$ cat config.mk
export PLATFORM = sky130hd
export DESIGN_NAME = websocket_frame_parse_unmask
export DESIGN_NICKNAME = d
export VERILOG_FILES = /design/src/wsfp_pkg.sv /design/src/websocket_frame_parse_unmask.sv /design/src/wsfp_parse.sv
export SDC_FILE = /design/constraint.sdc
export NUM_CORES = 1
export LEC_CHECK = 0
export BUFFER_PORTS_ARGS = -buffer_cell sky130_fd_sc_hd__clkbuf_2
export CORE_MARGIN = 2
export CORE_UTILIZATION = 25
export CTS_CLUSTER_SIZE = 16
export DETAILED_ROUTE_END_ITERATION = 10
export PLACE_DENSITY = 0.38
export SETUP_SLACK_MARGIN = 0.05
export SLEW_MARGIN = 10
export SYNTH_ARGS = -nofsm -noshare
export SYNTH_HDL_FRONTEND = slang
export SYNTH_SLANG_ARGS = --single-unit
$ cat constraint.sdc
create_clock -name clk -period 9.2 [get_ports clk]
set_input_delay 1.84 -clock clk [delete_from_list [all_inputs] [get_ports clk]]
set_output_delay 1.84 -clock clk [all_outputs]
set_load 0.01 [all_outputs]
$ cat src/wsfp_pkg.sv
package wsfp_pkg;

  // Frame status codes
  localparam logic [2:0] ST_OK          = 3'd0;
  localparam logic [2:0] ST_SHORT_HDR   = 3'd1;
  localparam logic [2:0] ST_RSV_BITS    = 3'd2;
  localparam logic [2:0] ST_SHORT_EXT   = 3'd3;
  localparam logic [2:0] ST_NO_MASK     = 3'd4;
  localparam logic [2:0] ST_SHORT_KEY   = 3'd5;
  localparam logic [2:0] ST_SHORT_PAY   = 3'd6;
  localparam logic [2:0] ST_TOO_LARGE   = 3'd7;

  localparam logic [31:0] MAX_PAYLOAD_RESET = 32'd65536;

  typedef struct packed {
    logic [7:0] in_byte;
    logic       buffer_end;
  } in_t;

  typedef struct packed {
    logic [7:0]  payload_byte;
    logic        byte_valid;
    logic        frame_done;
    logic [2:0]  status;
    logic        fin_flag;
    logic [3:0]  frame_opcode;
    logic [63:0] payload_size;
  } out_t;

endpackage

$ cat src/websocket_frame_parse_unmask.sv
// Client WebSocket frame parser and unmasker. Feed one raw byte of the
// received buffer per input transaction, with buffer_end set on the last
// byte of the buffer. The block decodes FIN, opcode, MASK and the 7, 16 or
// 64 bit length, captures the 4-byte masking key and returns each payload
// byte XORed with key byte (index mod 4). Header and key bytes give no
// result unless they end the frame; every frame ends in exactly one result
// with frame_done set and a status (0 ok, 1 short header, 2 reserved bits,
// 3 short ext length, 4 no mask, 5 short key, 6 short payload, 7 too large).
// Discard the payload bytes of a frame whose final status is not ok. Frames
// longer than max_payload_bytes are counted through without payload output
// and end with status 7. Bytes after completion or an error are dropped up
// to buffer_end, which always restarts parsing. Rate: one byte per cycle
// while in_stall is low; each byte is decoded combinationally while it is
// offered, and its result is captured at the accepting edge into the head
// entry, or into the skid entry while the head is held. A two-entry output
// buffer keeps input flowing while one result waits; in_stall rises only when
// both entries are held. cfg_ready is always high; write only while idle.
module websocket_frame_parse_unmask (
  input  logic           clk,
  input  logic           rst_n,
  // byte input channel
  input  logic           in_valid,
  output logic           in_stall,
  input  wsfp_pkg::in_t  in_data,
  // result channel
  output logic           out_valid,
  input  logic           out_stall,
  output wsfp_pkg::out_t out_data,
  // max_payload_bytes write port
  input  logic           cfg_valid,
  output logic           cfg_ready,
  input  logic [31:0]    cfg_data
);

  logic [31:0]    max_r;
  logic           accept;
  logic           pop;
  wsfp_pkg::out_t res;
  logic           res_valid;
  logic           push;

  // output register and skid entry
  logic           o_valid_r;
  wsfp_pkg::out_t o_data_r;
  logic           s_valid_r;
  wsfp_pkg::out_t s_data_r;

  assign cfg_ready = 1'b1;
  assign in_stall  = s_valid_r;
  assign accept    = in_valid && !s_valid_r;
  assign pop       = o_valid_r && !out_stall;
  assign push      = accept && res_valid;
  assign out_valid = o_valid_r;
  assign out_data  = o_data_r;

  always_ff @(posedge clk) begin
    if (!rst_n) begin
      max_r <= wsfp_pkg::MAX_PAYLOAD_RESET;
    end else if (cfg_valid && cfg_ready) begin
      max_r <= cfg_data;
    end
  end

  wsfp_parse u_parse (
    .clk         (clk),
    .rst_n       (rst_n),
    .accept      (accept),
    .in_data     (in_data),
    .max_payload (max_r),
    .res         (res),
    .res_valid   (res_valid)
  );

  // Two-entry result queue: o is the head, s the skid behind it.
  always_ff @(posedge clk) begin
    if (!rst_n) begin
      o_valid_r <= 1'b0;
      s_valid_r <= 1'b0;
    end else begin
      if (pop) begin
        if (s_valid_r) begin
          o_valid_r <= 1'b1;
          s_valid_r <= push;
        end else begin
          o_valid_r <= push;
        end
      end else if (!o_valid_r) begin
        o_valid_r <= push;
      end else if (push) begin
        s_valid_r <= 1'b1;
      end
    end
  end

  always_ff @(posedge clk) begin
    if (pop) begin
      if (s_valid_r) begin
        o_data_r <= s_data_r;
        if (push) begin
          s_data_r <= res;
        end
      end else if (push) begin
        o_data_r <= res;
      end
    end else if (!o_valid_r) begin
      if (push) begin
        o_data_r <= res;
      end
    end else if (push) begin
      s_data_r <= res;
    end
  end

endmodule

$ cat src/wsfp_parse.sv
module wsfp_parse (
  input  logic            clk,
  input  logic            rst_n,
  input  logic            accept,
  input  wsfp_pkg::in_t   in_data,
  input  logic [31:0]     max_payload,
  output wsfp_pkg::out_t  res,
  output logic            res_valid
);

  localparam logic [2:0] PH_FIRST   = 3'd0;
  localparam logic [2:0] PH_SECOND  = 3'd1;
  localparam logic [2:0] PH_EXT16   = 3'd2;
  localparam logic [2:0] PH_EXT64   = 3'd3;
  localparam logic [2:0] PH_KEY     = 3'd4;
  localparam logic [2:0] PH_PAYLOAD = 3'd5;
  localparam logic [2:0] PH_IGNORE  = 3'd6;

  logic [2:0]  phase_r, phase_nxt;
  logic        fin_r, fin_nxt;
  logic [3:0]  opcode_r, opcode_nxt;
  logic        mask_r, mask_nxt;
  logic [63:0] len_r, len_nxt;
  logic [2:0]  hcnt_r, hcnt_nxt;
  logic [31:0] key_r, key_nxt;
  logic [63:0] idx_r, idx_nxt;
  logic        over_r, over_nxt;

  logic [7:0]  b;
  logic        last_in;
  logic [6:0]  len7;
  logic        size_known;
  logic [7:0]  kb;
  logic [63:0] idx_inc;
  logic        pay_last;
  logic [2:0]  hcnt_inc;

  assign b        = in_data.in_byte;
  assign last_in  = in_data.buffer_end;
  assign len7     = b[6:0];
  assign idx_inc  = idx_r + 64'd1;
  assign pay_last = (idx_inc == len_r);
  assign hcnt_inc = hcnt_r + 3'd1;

  always_comb begin
    case (idx_r[1:0])
      2'd0:    kb = key_r[31:24];
      2'd1:    kb = key_r[23:16];
      2'd2:    kb = key_r[15:8];
      default: kb = key_r[7:0];
    endcase
  end

  always_comb begin
    phase_nxt  = phase_r;
    fin_nxt    = fin_r;
    opcode_nxt = opcode_r;
    mask_nxt   = mask_r;
    len_nxt    = len_r;
    hcnt_nxt   = hcnt_r;
    key_nxt    = key_r;
    idx_nxt    = idx_r;
    over_nxt   = over_r;
    res        = '0;
    res_valid  = 1'b0;
    size_known = 1'b0;

    case (phase_r)
      PH_FIRST: begin
        if (last_in) begin
          res_valid      = 1'b1;
          res.frame_done = 1'b1;
          res.status     = wsfp_pkg::ST_SHORT_HDR;
        end else begin
          fin_nxt    = b[7];
          opcode_nxt = b[3:0];
          if (b[6:4] != 3'd0) begin
            res_valid      = 1'b1;
            res.frame_done = 1'b1;
            res.status     = wsfp_pkg::ST_RSV_BITS;
            phase_nxt      = PH_IGNORE;
          end else begin
            phase_nxt = PH_SECOND;
          end
        end
      end
      PH_SECOND: begin
        mask_nxt = b[7];
        hcnt_nxt = 3'd0;
        if (len7 == 7'd126 || len7 == 7'd127) begin
          len_nxt = '0;
          if (last_in) begin
            res_valid      = 1'b1;
            res.frame_done = 1'b1;
            res.status     = wsfp_pkg::ST_SHORT_EXT;
          end else begin
            phase_nxt = (len7 == 7'd126) ? PH_EXT16 : PH_EXT64;
          end
        end else begin
          len_nxt    = {57'd0, len7};
          size_known = 1'b1;
          if (!b[7]) begin
            res_valid      = 1'b1;
            res.frame_done = 1'b1;
            res.status     = wsfp_pkg::ST_NO_MASK;
            phase_nxt      = PH_IGNORE;
          end else if (last_in) begin
            res_valid      = 1'b1;
            res.frame_done = 1'b1;
            res.status     = wsfp_pkg::ST_SHORT_KEY;
          end else begin
            phase_nxt = PH_KEY;
          end
        end
      end
      PH_EXT16, PH_EXT64: begin
        len_nxt  = {len_r[55:0], b};
        hcnt_nxt = hcnt_inc;
        // 64-bit length: 3-bit count wraps to zero after eight bytes
        if (hcnt_inc == ((phase_r == PH_EXT16) ? 3'd2 : 3'd0)) begin
          hcnt_nxt   = 3'd0;
          size_known = 1'b1;
          if (!mask_r) begin
            res_valid      = 1'b1;
            res.frame_done = 1'b1;
            res.status     = wsfp_pkg::ST_NO_MASK;
            phase_nxt      = PH_IGNORE;
          end else if (last_in) begin
            res_valid      = 1'b1;
            res.frame_done = 1'b1;
            res.status     = wsfp_pkg::ST_SHORT_KEY;
          end else begin
            phase_nxt = PH_KEY;
          end
        end else if (last_in) begin
          res_valid      = 1'b1;
          res.frame_done = 1'b1;
          res.status     = wsfp_pkg::ST_SHORT_EXT;
        end
      end
      PH_KEY: begin
        key_nxt    = {key_r[23:0], b};
        hcnt_nxt   = hcnt_inc;
        size_known = 1'b1;
        if (hcnt_inc == 3'd4) begin
          hcnt_nxt = 3'd0;
          idx_nxt  = '0;
          over_nxt = (len_r > {32'd0, max_payload});
          if (len_r == 64'd0) begin
            res_valid      = 1'b1;
            res.frame_done = 1'b1;
            res.status     = over_nxt ? wsfp_pkg::ST_TOO_LARGE : wsfp_pkg::ST_OK;
            phase_nxt      = PH_IGNORE;
          end else if (last_in) begin
            res_valid      = 1'b1;
            res.frame_done = 1'b1;
            res.status     = wsfp_pkg::ST_SHORT_PAY;
          end else begin
            phase_nxt = PH_PAYLOAD;
          end
        end else if (last_in) begin
          res_valid      = 1'b1;
          res.frame_done = 1'b1;
          res.status     = wsfp_pkg::ST_SHORT_KEY;
        end
      end
      PH_PAYLOAD: begin
        size_known = 1'b1;
        idx_nxt    = idx_inc;
        if (pay_last) begin
          res_valid        = 1'b1;
          res.frame_done   = 1'b1;
          res.byte_valid   = !over_r;
          res.payload_byte = over_r ? 8'd0 : (b ^ kb);
          res.status       = over_r ? wsfp_pkg::ST_TOO_LARGE : wsfp_pkg::ST_OK;
          phase_nxt        = PH_IGNORE;
        end else if (last_in) begin
          res_valid      = 1'b1;
          res.frame_done = 1'b1;
          res.status     = wsfp_pkg::ST_SHORT_PAY;
        end else if (!over_r) begin
          res_valid        = 1'b1;
          res.byte_valid   = 1'b1;
          res.payload_byte = b ^ kb;
        end
      end
      default: begin
      end
    endcase

    res.fin_flag     = fin_nxt;
    res.frame_opcode = opcode_nxt;
    res.payload_size = size_known ? len_nxt : 64'd0;

    if (last_in) begin
      phase_nxt  = PH_FIRST;
      fin_nxt    = 1'b0;
      opcode_nxt = '0;
      mask_nxt   = 1'b0;
      len_nxt    = '0;
      hcnt_nxt   = '0;
      key_nxt    = '0;
      idx_nxt    = '0;
      over_nxt   = 1'b0;
    end
  end

  always_ff @(posedge clk) begin
    if (!rst_n) begin
      phase_r  <= PH_FIRST;
      fin_r    <= 1'b0;
      opcode_r <= '0;
      mask_r   <= 1'b0;
      len_r    <= '0;
      hcnt_r   <= '0;
      key_r    <= '0;
      idx_r    <= '0;
      over_r   <= 1'b0;
    end else if (accept) begin
      phase_r  <= phase_nxt;
      fin_r    <= fin_nxt;
      opcode_r <= opcode_nxt;
      mask_r   <= mask_nxt;
      len_r    <= len_nxt;
      hcnt_r   <= hcnt_nxt;
      key_r    <= key_nxt;
      idx_r    <= idx_nxt;
      over_r   <= over_nxt;
    end
  end

endmodule
[After elaboration in Yosys (flattened, before gate mapping)]
Index checks and enable logic that the tools add are counted.
Cells by class
  $lt $le $gt $ge: 1
  bitwise gates (word level): 1
  reductions and logical operators: 29
  muxes and demuxes: 87
  eq/ne operators: 17
  add/subtract/negate cells: 2
Operators with widths (number)
  $mux 82: 8
  $mux 64: 4
  $pmux 64 s2: 2
  $add 64x1->64 const B: 1
  $eq 64x64->1: 1
  $gt 64x32->1: 1
  $logic_not 64->1: 1
  $mux 32: 2
  $mux 4: 14
  $mux 3: 11
  $mux 1: 30
  $mux 9: 3
  $pmux 8 s3: 1
  $pmux 4 s5: 1
  $pmux 3 s5: 1
  $eq 7x7->1 const B: 2
  $mux 13: 1
  $reduce_and 2->1: 5
  $reduce_bool 2->1: 5
  $eq 3x3->1 const B: 3
  $ne 3x2->1 const B: 3
  $pmux 3 s3: 1
  $mux 2: 4
  $mux 8: 1
  other kinds (23): 31
Storage, ports and cells
  register bits: 371
  output and inout bits: 85
  input bits: 46

[Depth between registers and ports, before layout]
Gate-level depths: netlist of the first run.
  depth in word-level cells: 10
  gate-level depth with buffers: 15
  gate-level depth less buffers: 13

[Cells and area by module]
From an unflattened synthesis of the first run, not the netlist that was laid out.
Second synthesis, totals
  cell total of the unflattened synthesis: 2306
  area total of the unflattened synthesis: 20261.9 um^2
Modules (own cells, without submodules)
  wsfp_parse: instances 1, area each 12353.1 um^2, cells an instance 1659, seq. area each 3463.3 um^2
  websocket_frame_parse_unmask: instances 1, area each 7908.8 um^2, cells an instance 647, seq. area each 5605.4 um^2

[Worst setup path after synthesis of the first run]
No wires, ideal clock.
  kind: input -> register
  start point: input out_stall
  end point: register s_data_r[0] in the netlist's numbering (enable)
  required time: 8.650 ns
  arrival time: 7.912 ns
  path buffers: 0
  setup slack: 0.738 ns
  setup time: 0.550 ns
  stages: 2
  cell sequence: nand2_1 a21oi_1
Between the ends
  longest elaborated chain between the ends: 4
RTL lines
  start: declaration: line websocket_frame_parse_unmask.sv:27  | input logic out_stall,
  $logic_not 1->1 (*): line websocket_frame_parse_unmask.sv:51  | assign pop = o_valid_r && !out_stall;
  $logic_and 1x1->1 (*): line websocket_frame_parse_unmask.sv:51
  $ne 2x1->1 (no line) / $reduce_bool 2->1 (equally long branches)
  $reduce_and 2->1 (no line) (*)
  end signal: assignment: line websocket_frame_parse_unmask.sv:100  | s_data_r <= res;
  end signal: assignment: line websocket_frame_parse_unmask.sv:110  | s_data_r <= res;
  end: declaration: line websocket_frame_parse_unmask.sv:46  | wsfp_pkg::out_t s_data_r;
Mark *: on every way between the ends. The rest lies on a longest branch, timed or not.
A chain may end at the register's enable or synchronous reset.

==> impl_metrics.yaml, run 1 <==
timing:
  slew_viol_final: 0
  fin_crit_sh_pct: 77.16
  tightest_slew_ns: 1.150
  fmax_mhz: 140.9
  slew_headroom_pct: 23.32
  fin_setup_tns_ns: 0
  finalSetupViolCount: 0
  skew_ns: 0.03658
  holdWs_ns: 0.4798
  setup_ws_ns: 2.102
  rsz0062_at_grt: "no"
  hold_viol: 0
  final.min_clock_period_ns: 7.098
clock_tree:
  cts-root-buf: "clkbuf_16"
  post_cts_resize_count: 0
  cts_buffers: 47
  cts_sinks: 371
  post-cts-setup-buffer-count: 0
  clockBufferDepth: 3
  htreeDepth: 2
  cts_hold_buf: 0
  tritoncts: "built"
  clkTransAtPathRegs_ns: 0.06
  clkLatencyLatePin_ns: 0.61
routing:
  drt-total-wl_um: 83970
  wl_per_cell_um: 24.16
  first_pass_iters: 6
  route.vias.total: 18160
  drtAntennaViolNets: 0
  drt_iter0_markers: 1738
  via_per_inst: 5.225
  drc: 0
grt:
  track_usage_pct: 19.15
  grt_pass1_wl_um: 124000
  antenna_found_initial: 3
  first_global_vias: 17790
  grt_max_degree: 103
  grt_overflow: 0
pwr:
  leakage_nw: 8.535
  p_clk_share_pct: 44.7
  power_frac_comb_pct: 10.1
  total_power_mw: 4.210
  peakVddDrop_uv: 142.6
  p_seq_share_pct: 45.2
  p_sw_share_pct: 26.61
  p_sw_mw: 1.120
  power.internal_mw: 3.090
  powerDensity_nw_per_um2: 175.4
synth:
  synth_ff_type: "dfxtp_1"
  syn_inst: 2325
  ys_types: 86
  synthTopCellsByCount: "nand2_1, dfxtp_1, nor2_1"
  synth_top_area_share_pct: 23.53
  syn_area_um2: 20930
  yosys.area.top_type: "edfxtp_1"
  synth_edf_count: 164
  ys_seq_area_share_pct: 43.32
  ys_async_sr_fraction_pct: 0
  synth_fp_nets: 2409
  synth_area_per_cell_um2: 9.004
  ys_warn_count: 0
  synthMostInstantiatedCell: "nand2_1"
  synth_seq_cells: 371
  synth_area_leaders: "edfxtp_1, dfxtp_1, nor2b_1"
placed_design:
  preCtsSetupSlack_ns: 2.078
  place_area_um2: 22470
  hpwl_um: 58230
  place_congestion: 0.9021
  numPortBuffers: 129
  dp_cells: 3387
setup_path:
  crit_family: "simple AND/OR/NAND/NOR gates"
  slowest_stage: "a2111oi_4"
  cp_slowest_stage_delay_ns: 1.02
  crit_chain: "ha_1 -> nand3_1 -> or4_4 -> or4_4 -> o21a_1 -> a211oi_1 -> o2111ai_1 -> or4_1 -> or4_1 -> a2111oi_4 -> nor2_4 -> buf_4 -> a221o_1"
  arrival_ns: 7.43
  end_kind: "flop"
  critPathRequiredTime_ns: 9.53
  cp_num_buf_inv: 1
  critPathMaxFanout: 73
  startpoint_type: "flop"
  path_class: "reg -> reg"
layout:
  area_delta_synth_final_pct: 14.67
  fin_cells: 3475
  design_area_um2: 24010
  drive_gt1_share_pct: 11.78
  fin_util_pct: 28.82
  fillCellCount: 8864
  multi_input_area_um2: 10860
  regArea_um2: 9069
  nets: 2440
floorplanning:
  rows: 106
  initial_core_util_pct: 25.13
  io-pin-count: 131
  die_w_um: 293.4
  die_h_um: 293.4
  die_area_um2: 86070
  core_um2: 83290
run:
  cap_violations: 0
outcome:
  status: "complete, no violations"
min_path:
  hold_class: "reg -> reg"
-- cells in the final DEF (no fill, tap or decap), types with 57 or more instances in the layout --
cell,n
nand2_1,223
dfxtp_1,207
nor2_1,191
edfxtp_1,164
nor2b_1,142
clkbuf_2,129
o21ai_0,128
a22oi_1,114
a21oi_1,83
and2_1,83
a221o_1,71
xnor2_1,67
nor3_1,66
inv_1,64
nand3_1,57
-- layout make-up --
| type | count | share of cell area [%] |
|---|---|---|
| multi-input cells | 1703 | 45.22 |
| flip-flops and latches | 371 | 37.78 |
| well taps | 1080 | 5.629 |
| clock buffers | 72 | 5.499 |
| repair buffers | 167 | 3.930 |
| inverters | 66 | 1.037 |
| clock inverters | 14 | 0.8861 |
| diodes | 2 | 0.02085 |
-- registers in the layout (all words and copies together) (netlist names) --
name,cells
in_stall,1
max_r,32
out_data,82
out_valid,1
s_data_r,82
u_parse.fin_r,1
u_parse.hcnt_r,3
u_parse.idx_r,64
u_parse.key_r,32
u_parse.len_r,64
u_parse.mask_r,1
u_parse.opcode_r,4
u_parse.over_r,1
u_parse.phase_r,3
-- cells by family after synthesis --
group	count (synthesis)	share of synthesized area (%)
flip-flops	371	43.32
AND/OR/NAND/NOR	981	24.54
buffers and inverters	251	5.176
multiplexers	57	2.767
AO/OA/AOI/OAI	527	17.77
other	1	0.01791
adder cells (fa/ha/maj)	38	2.271
XOR/XNOR	99	4.142
-- worst paths after layout --
path | start | slack (ns) | cells after the start | to
setup / recovery | u_parse.idx_r[0] | 2.10 | 13 | out_data[61]
hold / removal | u_parse.over_r | 0.48 | 2 | u_parse.over_r
setup reg to reg | u_parse.idx_r[0] | 2.10 | 13 | out_data[61]
hold reg to reg | u_parse.over_r | 0.48 | 2 | u_parse.over_r
-- power groups by stage --
stage / Combinational (mW) / Clock [mW] / Sequential, mW
after floorplan: 0.232 / 0 / 1.94
after global placement: 0.431 / 0 / 1.94
after detailed placement: 0.436 / 0 / 1.94
after CTS: 0.436 / 1.94 / 1.91
after global routing: 0.466 / 2.01 / 1.91
final: 0.427 / 1.88 / 1.90
-- layer usage --
layer,share of wire [%],global-route usage (%),up-vias
met1,46,26.40,8938
met3,6.1,3.464,126
met5,0,0,-
li1,-,-,8542
met2,45,30.50,550
met4,2.8,5.550,0
-- worst reg2reg max path, cell delays in order, from the launching register on --
cell       delay, ns
dfxtp_1         0.53
ha_1            0.71
nand3_1         0.54
or4_4           0.73
or4_4           0.56
o21a_1          0.19
a211oi_1        0.30
o2111ai_1       0.16
or4_1           0.52
or4_1           0.60
a2111oi_4       1.03
nor2_4          0.05
buf_4           0.36
a221o_1         0.61
No activity file was read; power rests on OpenSTA's default activity.
==> run 2, diff against run 1 <==
--- a/config.mk
+++ b/config.mk
@@ -10,7 +10,7 @@
 export CORE_UTILIZATION = 25
 export CTS_CLUSTER_SIZE = 16
 export DETAILED_ROUTE_END_ITERATION = 10
-export PLACE_DENSITY = 0.38
+export PLACE_DENSITY = 0.39
 export SETUP_SLACK_MARGIN = 0.05
 export SLEW_MARGIN = 10
 export SYNTH_ARGS = -nofsm -noshare
==> constraint.sdc (replaced) <==
create_clock -name clk -period 6.2 [get_ports clk]
set_input_delay 1.24 -clock clk [delete_from_list [all_inputs] [get_ports clk]]
set_output_delay 1.24 -clock clk [all_outputs]
set_load 0.01 [all_outputs]
==> run 2 against run 1 <==
Effect of this change:
- clock skew fell by 0.021 ns
- critical path depth fell by 1
- die area did not move
- clock power rose by 52%
- utilization rose by 0.44 points
- setup slack got worse by 1.6 ns
- sequential share of layout area fell by 0.55 points
- critical path type unchanged
- highest routed layer unchanged
==> impl_metrics.yaml, run 2 (synthesis results as in run 1) <==
setup_path:
  reg2reg_from: "u_parse.idx_r[22]"
  cp_slowest_stage_delay_ns: 0.72
  worstSetupStartpoint: "u_parse.idx_r[22]"
  crit_chain: "nand4_1 -> or4_1 -> nor3_1 -> nand2_1 -> o31ai_1 -> nand4_1 -> or4_1 -> or4_1 -> a2111oi_4 -> nor2_4 -> buf_4 -> a221o_2"
  critPathRequiredTime_ns: 6.54
  path_class: "reg -> reg"
  critPathMaxFanout: 15
  startpoint_type: "flop"
  reg2reg_slack_ns: 0.52
  slowest_stage: "or4_1"
  arrival_ns: 6.03
  cpMostUsedCell: "or4_1"
  end_kind: "flop"
layout:
  antenna_cells: 0
  final_common_cell: "nand2_1"
  fillCellCount: 8803
  design_area_um2: 24370
  drive_gt1_share_pct: 13.43
  area_delta_synth_final_pct: 16.44
  nets: 2468
  final_cell_mix: "nand2_1, dfxtp_1, nor2_1"
routing:
  route.vias.total: 18380
  drt-total-wl_um: 84750
  via_per_inst: 5.251
  drtAntennaViolNets: 0
  first_pass_iters: 5
  drt_iter0_markers: 1579
  drc: 0
  wl_per_cell_um: 24.21
grt:
  track_usage_pct: 19.35
  use_met1_pct: 26.65
  met3_usage_pct: 3.472
  busiest_layer: "met2"
  grt_use_met2_pct: 30.40
  grt_pass1_wl_um: 125000
  grt_max_degree: 78
  first_global_vias: 17910
  grt_overflow: 0
  antenna_found_initial: 2
placed_design:
  place_area_um2: 22800
  numPortBuffers: 129
  place_congestion: 0.9324
  hpwl_um: 60290
floorplanning:
  core_um2: 83290
  rows: 106
  die_w_um: 293.4
  io-pin-count: 131
  initial_core_util_pct: 25.13
  die_h_um: 293.4
  die_area_um2: 86070
pwr:
  p_clk_share_pct: 45.1
  powerDensity_nw_per_um2: 259.6
  power.internal_mw: 4.667
  leakage_nw: 8.760
  p_seq_share_pct: 44.6
  peakVddDrop_uv: 180.3
  p_sw_mw: 1.661
  power_frac_comb_pct: 10.3
  p_sw_share_pct: 26.25
timing:
  tightest_slew_ns: 1.132
  fmax_mhz: 175.9
  finalSetupViolCount: 0
  final.min_clock_period_ns: 5.684
  hold_viol: 0
  fin_crit_sh_pct: 91.67
  rsz0062_at_grt: "no"
  slew_headroom_pct: 24.50
  fin_setup_tns_ns: 0
  slew_viol_final: 0
  skew_ns: 0.01549
  holdWs_ns: 0.4905
clock_tree:
  clkLatencyLatePin_ns: 0.59
  cts_buffers: 46
  cts-root-buf: "clkbuf_16"
  post-cts-setup-buffer-count: 0
  clockBufferDepth: 3
  post_cts_resize_count: 0
  tritoncts: "built"
  clkTransAtPathRegs_ns: 0.06
  htreeDepth: 2
  cts_hold_buf: 0
  cts_sinks: 371
outcome:
  status: "complete, no violations"
min_path:
  hold_class: "reg -> reg"
  hold_path_startpoint: "u_parse.over_r"
run:
  cap_violations: 0
run 2: critical path, delay by kind of cell (launching register included):
family / cells / cell delay, ns
flip-flops: 1 / 0.48
buffers and inverters: 1 / 0.22
AND/OR/NAND/NOR: 8 / 3.18
AO/OA/AOI/OAI: 3 / 1.54
run 2: metrics by stage:
step,total power [mW],util (%),setup WS (ns),cells
3_3_place_gp,3.532,27.38,0.6948,3416
6_report,6.328,29.26,0.5164,3500
3_5_place_dp,3.539,27.38,0.6318,3416
2_1_floorplan,3.232,-,-2.043,2325
5_1_grt,6.589,29.26,0.3421,3500
4_1_cts,6.427,29.26,0.5947,3500
run 2: area by class of cell:
class | instances | area [um2] | share of cell area (%)
clock buffer | 60 | 1275 | 5.231
clock inverter | 24 | 299.0 | 1.227
inverter | 66 | 249.0 | 1.022
multi-input combinational | 1703 | 10890 | 44.68
sequential | 371 | 9074 | 37.23
tap | 1080 | 1351 | 5.544
timing repair buffer | 196 | 1236 | 5.072
run 2: power groups by stage:
stage	sequential, mW	combinational, mW	clock (mW)
floorplan	2.89	0.347	0
global placement	2.87	0.658	0
detailed placement	2.87	0.665	0
CTS	2.83	0.665	2.94
global route	2.84	0.714	3.04
finish	2.82	0.654	2.85
run 2: path summary, 6_finish.rpt:
check                                 endpoint  depth (start not counted)
worst max-delay path               out_data[1]                         12
worst min-delay path            u_parse.over_r                          2
worst max register to register     out_data[1]                         12
worst min register to register  u_parse.over_r                          2
run 2: metal layers:
layer	vias to the layer above	wire length, um	share of wire, %
li1	8588	-	-
met1	9047	39510	47
met2	604	37630	44
met3	139	4665	5.5
met4	0	2940	3.5
met5	-	0	0
==> run 3, diff against run 2 <==
--- a/config.mk
+++ b/config.mk
@@ -6,10 +6,12 @@
 export NUM_CORES = 1
 export LEC_CHECK = 0
 export BUFFER_PORTS_ARGS = -buffer_cell sky130_fd_sc_hd__clkbuf_2
+export CORE_ASPECT_RATIO = 1.2
 export CORE_MARGIN = 2
 export CORE_UTILIZATION = 25
 export CTS_CLUSTER_SIZE = 16
 export DETAILED_ROUTE_END_ITERATION = 10
+export GPL_ROUTABILITY_DRIVEN = 0
 export PLACE_DENSITY = 0.39
 export SETUP_SLACK_MARGIN = 0.05
 export SLEW_MARGIN = 10
==> run 3 against run 2 <==
Effect of this change:
- first-iteration DRC count decreased by 3.4%
- flip-flop and latch count did not move
- maximum frequency up 1.5%
- total power decreased by 3.5%
==> impl_metrics.yaml, run 3 (synthesis results as in run 1) <==
clock_tree:
  cts_sinks: 371
  clkLatencyLatePin_ns: 0.62
  post-cts-setup-buffer-count: 0
  cts_buffers: 46
  tritoncts: "built"
  clkTransAtPathRegs_ns: 0.06
  cts-root-buf: "clkbuf_16"
  clockBufferDepth: 3
  htreeDepth: 2
  post_cts_resize_count: 0
  cts_hold_buf: 0
floorplanning:
  die_area_um2: 86080
  rows: 116
  io-pin-count: 131
  core_um2: 83160
  initial_core_util_pct: 25.17
  die_w_um: 268.2
  die_h_um: 321.0
min_path:
  hold_path_startpoint: "u_parse.mask_r"
  hold_class: "reg -> reg"
timing:
  fin_crit_sh_pct: 90.31
  hold_viol: 0
  slew_headroom_pct: 18.88
  fmax_mhz: 178.6
  final.min_clock_period_ns: 5.599
  slew_viol_final: 0
  skew_ns: 0.04329
  rsz0062_at_grt: "no"
  finalSetupViolCount: 0
  tightest_slew_ns: 1.212
routing:
  via_per_inst: 5.199
  drt_iter0_markers: 1525
  drc: 0
  drt-total-wl_um: 82940
  drtAntennaViolNets: 0
  route.vias.total: 18350
  wl_per_cell_um: 23.50
  first_pass_iters: 7
pwr:
  peakVddDrop_uv: 184.8
  leakage_nw: 8.624
  total_power_mw: 6.109
  powerDensity_nw_per_um2: 252.5
setup_path:
  critPathMaxFanout: 67
  critPathRequiredTime_ns: 6.56
  end_kind: "flop"
  startpoint_type: "flop"
  reg2reg_from: "u_parse.idx_r[4]"
  path_class: "reg -> reg"
  worstSetupStartpoint: "u_parse.idx_r[4]"
  arrival_ns: 5.96
grt:
  grt_pass1_wl_um: 122600
  grt_max_degree: 90
  antenna_found_initial: 0
  track_usage_pct: 18.90
  grt_overflow: 0
  first_global_vias: 18090
placed_design:
  hpwl_um: 58570
  place_area_um2: 22740
  numPortBuffers: 129
layout:
  area_delta_synth_final_pct: 15.56
  nets: 2457
  final_cell_mix: "nand2_1, dfxtp_1, nor2_1"
  drive_gt1_share_pct: 12.74
  antenna_cells: 0
  design_area_um2: 24190
  final_common_cell: "nand2_1"
run:
  cap_violations: 0
outcome:
  status: "complete, no violations"
run 3: per-stage QoR:
step	hold slack (ns)	setup WS, ns	setup TNS (ns)	util [%]	cells
2_1_floorplan	0.4453	-2.043	-167.53	-	2325
3_3_place_gp	0.4725	0.6516	0	27.34	3446
3_5_place_dp	0.4794	0.6624	0	27.34	3446
4_1_cts	0.4875	0.6880	0	29.09	3530
5_1_grt	0.5209	0.2660	0	29.09	3530
6_report	0.4898	0.6009	0	29.09	3530
run 3: metal layers:
layer	GRT usage (%)	share of wire (%)	wire, um
met5	0	0	0
met3	2.450	4.0	3358
met4	8.119	4.5	3745
met2	33.30	50	41560
met1	22.91	41	34270
run 3: worst paths after layout:
path	end	slack (ns)	cells after the start
setup / recovery	out_data[57]	0.60	13
hold / removal	u_parse.mask_r	0.49	2
setup reg to reg	out_data[57]	0.60	13
hold reg to reg	u_parse.mask_r	0.49	2
run 3: report_power, final:
part           internal (mW)  switching [mW]
Sequential              2.72           0.103
Clock                   1.47            1.17
Combinational          0.238           0.407
Total                   4.43            1.68
run 3: layout make-up:
cell class,count,area (um2)
well taps,1121,1403
repair buffers,185,1116
flip-flops and latches,371,9074
clock buffers,63,1255
multi-input cells,1703,10900
inverters,66,249.0
clock inverters,21,196.4
fillers,8872,58970
run 3: worst max-delay path, cell delays in order (launching register included):
cell and delay, ns:
dfxtp_1 0.53, nand4_4 0.26, nor4_1 1.00, and3_1 0.50, nand3_1 0.19, xnor2_1 0.47, o2111ai_1 0.27, nor3_1 0.49
buf_4 0.24, a21boi_1 0.12, a2111oi_4 0.41, nor2_4 0.14, buf_12 0.20, a221o_1 0.41
